File: src/hdl/gffc_pkg.sv
package gffc_pkg;

    localparam int MAX_ROWS_DEF = 64;
    localparam int MAX_COLS_DEF = 64;
    localparam int TOTAL_W      = 12;
    localparam int CFG_W        = 7;

    localparam logic [1:0] KIND_OPEN   = 2'd0;
    localparam logic [1:0] KIND_WALL   = 2'd1;
    localparam logic [1:0] KIND_SOURCE = 2'd2;
    localparam logic [1:0] KIND_SPARE  = 2'd3;

    localparam logic CFG_ROWS = 1'b0;
    localparam logic CFG_COLS = 1'b1;

    // neighbor order: up, down, left, right
    localparam logic [1:0] DIR_UP    = 2'd0;
    localparam logic [1:0] DIR_DOWN  = 2'd1;
    localparam logic [1:0] DIR_LEFT  = 2'd2;
    localparam logic [1:0] DIR_RIGHT = 2'd3;

    typedef enum logic [3:0] {
        ST_LOAD,
        ST_CLEAR,
        ST_SCAN_RD,
        ST_SCAN_CHK,
        ST_POP,
        ST_POP_WAIT,
        ST_NB_RD,
        ST_NB_CHK,
        ST_ACCUM,
        ST_EMIT
    } state_t;

    typedef struct packed {
        logic load_cell;
        logic clear_start;
        logic clear_step;
        logic scan_start;
        logic scan_read;
        logic scan_push;
        logic scan_next;
        logic pop_read;
        logic pop_take;
        logic nb_read;
        logic nb_push;
        logic nb_next;
        logic accum;
        logic finish;
    } cmd_t;

    typedef struct packed {
        logic clear_done;
        logic scan_done;
        logic scan_hit;
        logic stack_empty;
        logic nb_ok;
        logic nb_last;
    } status_t;

endpackage

File: src/hdl/gffc_ctrl.sv
module gffc_ctrl (
    input  logic              clk,
    input  logic              rst_n,
    input  logic              in_valid,
    input  logic              in_last,
    output logic              in_ready,
    output logic              out_valid,
    input  logic              out_ready,
    input  gffc_pkg::status_t sts,
    output gffc_pkg::cmd_t    cmd
);
    import gffc_pkg::*;

    state_t state_reg, state_next;

    always_ff @(posedge clk or negedge rst_n)
    begin
        if (!rst_n)
        begin
            state_reg <= ST_LOAD;
        end
        else
        begin
            state_reg <= state_next;
        end
    end

    always_comb
    begin
        state_next = state_reg;
        cmd        = '0;
        in_ready   = 1'b0;
        out_valid  = 1'b0;
        case (state_reg)
            ST_LOAD:
            begin
                in_ready = 1'b1;
                if (in_valid)
                begin
                    cmd.load_cell = 1'b1;
                    if (in_last)
                    begin
                        cmd.clear_start = 1'b1;
                        state_next = ST_CLEAR;
                    end
                end
            end
            ST_CLEAR:
            begin
                cmd.clear_step = 1'b1;
                if (sts.clear_done)
                begin
                    cmd.scan_start = 1'b1;
                    state_next = ST_SCAN_RD;
                end
            end
            ST_SCAN_RD:
            begin
                if (sts.scan_done)
                begin
                    state_next = ST_EMIT;
                end
                else
                begin
                    cmd.scan_read = 1'b1;
                    state_next = ST_SCAN_CHK;
                end
            end
            ST_SCAN_CHK:
            begin
                if (sts.scan_hit)
                begin
                    cmd.scan_push = 1'b1;
                    state_next = ST_POP;
                end
                else
                begin
                    cmd.scan_next = 1'b1;
                    state_next = ST_SCAN_RD;
                end
            end
            ST_POP:
            begin
                if (sts.stack_empty)
                begin
                    state_next = ST_ACCUM;
                end
                else
                begin
                    cmd.pop_read = 1'b1;
                    state_next = ST_POP_WAIT;
                end
            end
            ST_POP_WAIT:
            begin
                cmd.pop_take = 1'b1;
                state_next = ST_NB_RD;
            end
            ST_NB_RD:
            begin
                cmd.nb_read = 1'b1;
                state_next = ST_NB_CHK;
            end
            ST_NB_CHK:
            begin
                cmd.nb_push = sts.nb_ok;
                cmd.nb_next = 1'b1;
                state_next = sts.nb_last ? ST_POP : ST_NB_RD;
            end
            ST_ACCUM:
            begin
                cmd.accum = 1'b1;
                cmd.scan_next = 1'b1;
                state_next = ST_SCAN_RD;
            end
            ST_EMIT:
            begin
                out_valid = 1'b1;
                if (out_ready)
                begin
                    cmd.finish = 1'b1;
                    state_next = ST_LOAD;
                end
            end
            default:
            begin
                state_next = ST_LOAD;
            end
        endcase
    end

    assert property (@(posedge clk) disable iff (!rst_n)
        (state_reg == ST_EMIT && !out_ready) |=> state_reg == ST_EMIT)
        else $error("result dropped while stalled");
    assert property (@(posedge clk) disable iff (!rst_n)
        in_ready |-> !out_valid)
        else $error("load overlaps emit");
    assert property (@(posedge clk) disable iff (!rst_n)
        cmd.pop_read |=> cmd.pop_take)
        else $error("pop not completed");

endmodule

File: config.mk
export PLATFORM = sky130hd
export DESIGN_NAME = gffc_ctrl
export DESIGN_NICKNAME = d
export VERILOG_FILES = /design/src/hdl/gffc_pkg.sv /design/src/hdl/gffc_ctrl.sv
export SDC_FILE = /design/constraint.sdc
export NUM_CORES = 1
export LEC_CHECK = 0
export ABC_AREA = 1
export BUFFER_PORTS_ARGS = -buffer_cell sky130_fd_sc_hd__buf_2
export CELL_PAD_IN_SITES_DETAIL_PLACEMENT = 1
export CELL_PAD_IN_SITES_GLOBAL_PLACEMENT = 2
export CORE_ASPECT_RATIO = 1.75
export CORE_MARGIN = 5
export CORE_UTILIZATION = 17
export CTS_CLUSTER_DIAMETER = 150
export DETAILED_ROUTE_END_ITERATION = 8
export MAX_ROUTING_LAYER = met4
export PLACE_DENSITY_LB_ADDON = 0.05
export SYNTH_ARGS = -nofsm -noshare
export SYNTH_HDL_FRONTEND = slang
export SYNTH_SLANG_ARGS = --single-unit
File: constraint.sdc
create_clock -name clk -period 2.1 [get_ports clk]
set_input_delay 0.105 -clock clk [delete_from_list [all_inputs] [get_ports clk]]
set_output_delay 0.105 -clock clk [all_outputs]
set_load 0.01 [all_outputs]
==> out/results.md <==
- 0 — Post-CTS Setup Repair Bufs
- 0 — residual antenna-violating net count after detailed routing
- completed — run status
- 0.000443 µW — leakage power of the design
- 601 µm² — cell area after layout
- 1 — Buf+Inv Stages, Crit Path
- 73.2 µm — height of the die
- 710 MHz — highest attainable clock frequency
- 549 µm² — total placed instance area
- reg -> out — CP Class
- 100 µm² — register area
- nor2_1, nand2_1, nor2_1, buf_2 — cell-by-cell trace of the critical path
- 6 — maximum fanout count along the critical path
- 117 — number of nets in the finished design
- 0.00337 mm² — full die area
- 0 — initial antenna violation count
- 7 — largest net degree at the start of global routing
- 4 — number of flip-flops in the largest register
- 1460 µm — total detailed-routing wirelength
- 2 — first-pass iteration count of the detailed router
- simple AND/OR/NAND/NOR gates — kind of cell with the highest combined delay on the critical path
- in -> reg — worst min-delay path class
- 27 — number of primary I/O pins
- 210 ps — clock latency at the later pin of the worst-skew pair
- 3 — number of buffers created by CTS
- 3 — cell count of the worst hold path
- 11.3 µm — drt wl/cell
- false — RSZ-0062 raised after global routing
- sky130_fd_sc_hd__dfrtp_1 — highest-delay cell along the critical path
- 0 — YS warnings
- 0.268 — share of the core filled with cells in the final layout
- 2000 ps — Critical Path RT
- 388 µm² — mapped cell area
- output pin — crit path capture type
- 1300 ps — data arrival at the endpoint of the critical path
- 0 — total congestion overflow after global routing
- 0 — mux cell area share after synthesis
- 2 — worst-case clock buffer depth
- 0 — number of max-cap violations
- 0 — final setup violation count
- 6 — R2R depth
- 26 — Buffers on Ports
- 0.298 — layout cells sized above 1
- 30 ps — clock-pin slew on the worst setup and hold paths
- 0 — xor/xnor share of the synthesized area
- 0.670 — Period Utilization, post-route
- 0.722 — last weighted congestion value of the routability-driven placer
- 0 ps — total negative slack for setup checks
- done — CTS tree
- 0 — final count of pins violating max slew
- 612 — vias in the first global route
- 5.24 µm² — average instance area after synthesis
- 85 — net count of the mapped netlist
- 209 µm² — multi-input gate area in the final layout
- state_reg[3]$_DFFE_PN0P_ — end of the worst hold path
- 1410 ps — clock period minus final worst setup slack
- 0.000388 V — Worst VDD drop
- 4 — flip-flop and latch count after synthesis
- 0 — antenna cell count
- 0 — final number of hold-violating endpoints
- 0.519 — synthesized-area fraction occupied by and/or/nand/nor cells
- simple AND/OR/NAND/NOR gates — combinational family with the most area after synthesis
- 0.814 — Max transition margin
- 0 — synthesized-area fraction occupied by adder cells
- 0.258 — register area share after synthesis
- sky130_fd_sc_hd__nor2_1 — most frequent CP cell
- 529 — detailed-route via count
- 0 — detailed-route DRC error count
- 46.1 µm — width of the die
- 1 — H-tree depth
- 0.00224 mm² — CORE AREA
- 4.10 — via density per instance
- 2570 µm — wire length of the first global-routing pass
- 5 — number of DRC violations after detailed-routing iteration 0
- sky130_fd_sc_hd__buf_2, sky130_fd_sc_hd__inv_1, sky130_fd_sc_hd__nand2_1 — leading cell types in the layout, fill and taps excluded
- 278 ps — Tightest Pin Transition
- 4 — total number of clock tree sinks
- 0.173 — effective utilization at floorplan
- 312 — filler instances
- sts[2] — hold_sp
- sky130_fd_sc_hd__clkbuf_8 — root buffer selected by CTS
- 1310 µm — estimated wirelength of the detail-placed design
- 440 ps — slowest stage delay, CP
- 820 ps — setup slack on the worst flop-to-flop path
- 54.8% — area added between synthesis and finish
- sky130_fd_sc_hd__buf_2 — most common cell after layout, fill and taps aside
- 0.108 — aggregate global-route resource usage
- 23 — Site Rows
- 0.0194 — area fraction in compound gates after synthesis
- 0 — number of gates resized after CTS
- register — Worst Setup Start Kind
- 9 — Synth cell types
- 0.648 ps — Setup Skew
- state_reg[0]$_DFFE_PN0P_ — worst reg2reg path endpoint
- 74 — cell count after synthesis
- 1310 mW/mm² — Cell Pwr Density
- state_reg[1]$_DFFE_PN0P_ — origin of the critical flop-to-flop path
## area by class of cell
| type | instances | area share |
|---|---|---|
| Clock buffer | 3 | 0.0687 |
| Inverter | 21 | 0.131 |
| Multi-Input combinational cell | 49 | 0.348 |
| Sequential cell | 4 | 0.167 |
| Tap cell | 25 | 0.0521 |
| Timing Repair Buffer | 27 | 0.233 |
## logic make-up (layout without fill, tap and decap cells)
logic type             Yosys count  in the layout
AND/OR/NAND/NOR                 48             48
flip-flops                       4              4
AO/OA/AOI/OAI                    1              1
buffers and inverters           21             51
## per-stage QoR
step	hold slack, ps	setup WS (ps)	instances	power (µW)
after CTS	144	660	129	812
final	134	692	129	787
after floorplan	-191	1040	74	461
after detailed placement	-86.4	811	125	644
after global routing	164	521	129	892
after global placement	-85.9	785	125	648
## worst reg2reg max path: stages (launching register included)
cell                      delay, ps
sky130_fd_sc_hd__dfrtp_1        440
sky130_fd_sc_hd__nor2_1         230
sky130_fd_sc_hd__nand2_1        160
sky130_fd_sc_hd__nor2_1         160
sky130_fd_sc_hd__nor2_1          70
sky130_fd_sc_hd__nand2_1         50
sky130_fd_sc_hd__nand2_1         40
## power breakdown
group	internal [µW]	total (µW)	switching, µW
clock	122	159	37.3
combinational	163	475	312
sequential	111	153	41.3
## worst max-delay path by stage
stage / startpoint / endpoint / slack, ps / cells past startpoint
6_report: state_reg[1]$_DFFE_PN0P_ / cmd[13] / 690 / 4
5_1_grt: state_reg[1]$_DFFE_PN0P_ / cmd[12] / 520 / 4
4_1_cts: state_reg[1]$_DFFE_PN0P_ / cmd[12] / 660 / 4
3_5_place_dp: state_reg[1]$_DFFE_PN0P_ / state_reg[0]$_DFFE_PN0P_ / 810 / 6
3_3_place_gp: state_reg[1]$_DFFE_PN0P_ / state_reg[0]$_DFFE_PN0P_ / 790 / 6
2_1_floorplan: state_reg[3]$_DFFE_PN0P_ / state_reg[0]$_DFFE_PN0P_ / 1040 / 6
## timing repair
action	4_1_cts	5_1_grt
hold endpoints to repair	4	0
setup endpoints to repair	0	0
hold buffers	1	0
## synth_stat cells
| master | number | area (µm²) |
|---|---|---|
| sky130_fd_sc_hd__o211ai_1 | 1 | 7.51 |
| sky130_fd_sc_hd__nor3b_1 | 1 | 7.51 |
| sky130_fd_sc_hd__inv_1 | 21 | 78.8 |
| sky130_fd_sc_hd__nor3_1 | 1 | 5.00 |
| sky130_fd_sc_hd__nor2_2 | 2 | 12.5 |
| sky130_fd_sc_hd__dfrtp_1 | 4 | 100 |
| sky130_fd_sc_hd__nand3_1 | 9 | 45.0 |
| sky130_fd_sc_hd__nand2_1 | 20 | 75.1 |
| sky130_fd_sc_hd__nor2_1 | 15 | 56.3 |
## routing by layer
metal / global-route usage / routed length, µm / up-vias
met5: - / 0 / -
met4: 0.0475 / 13 / 0
met3: 0.0222 / 84 / 2
met2: 0.192 / 847 / 12
met1: 0.106 / 517 / 235
li1: - / - / 280
Note: power is estimated with default switching activity, not from simulation.
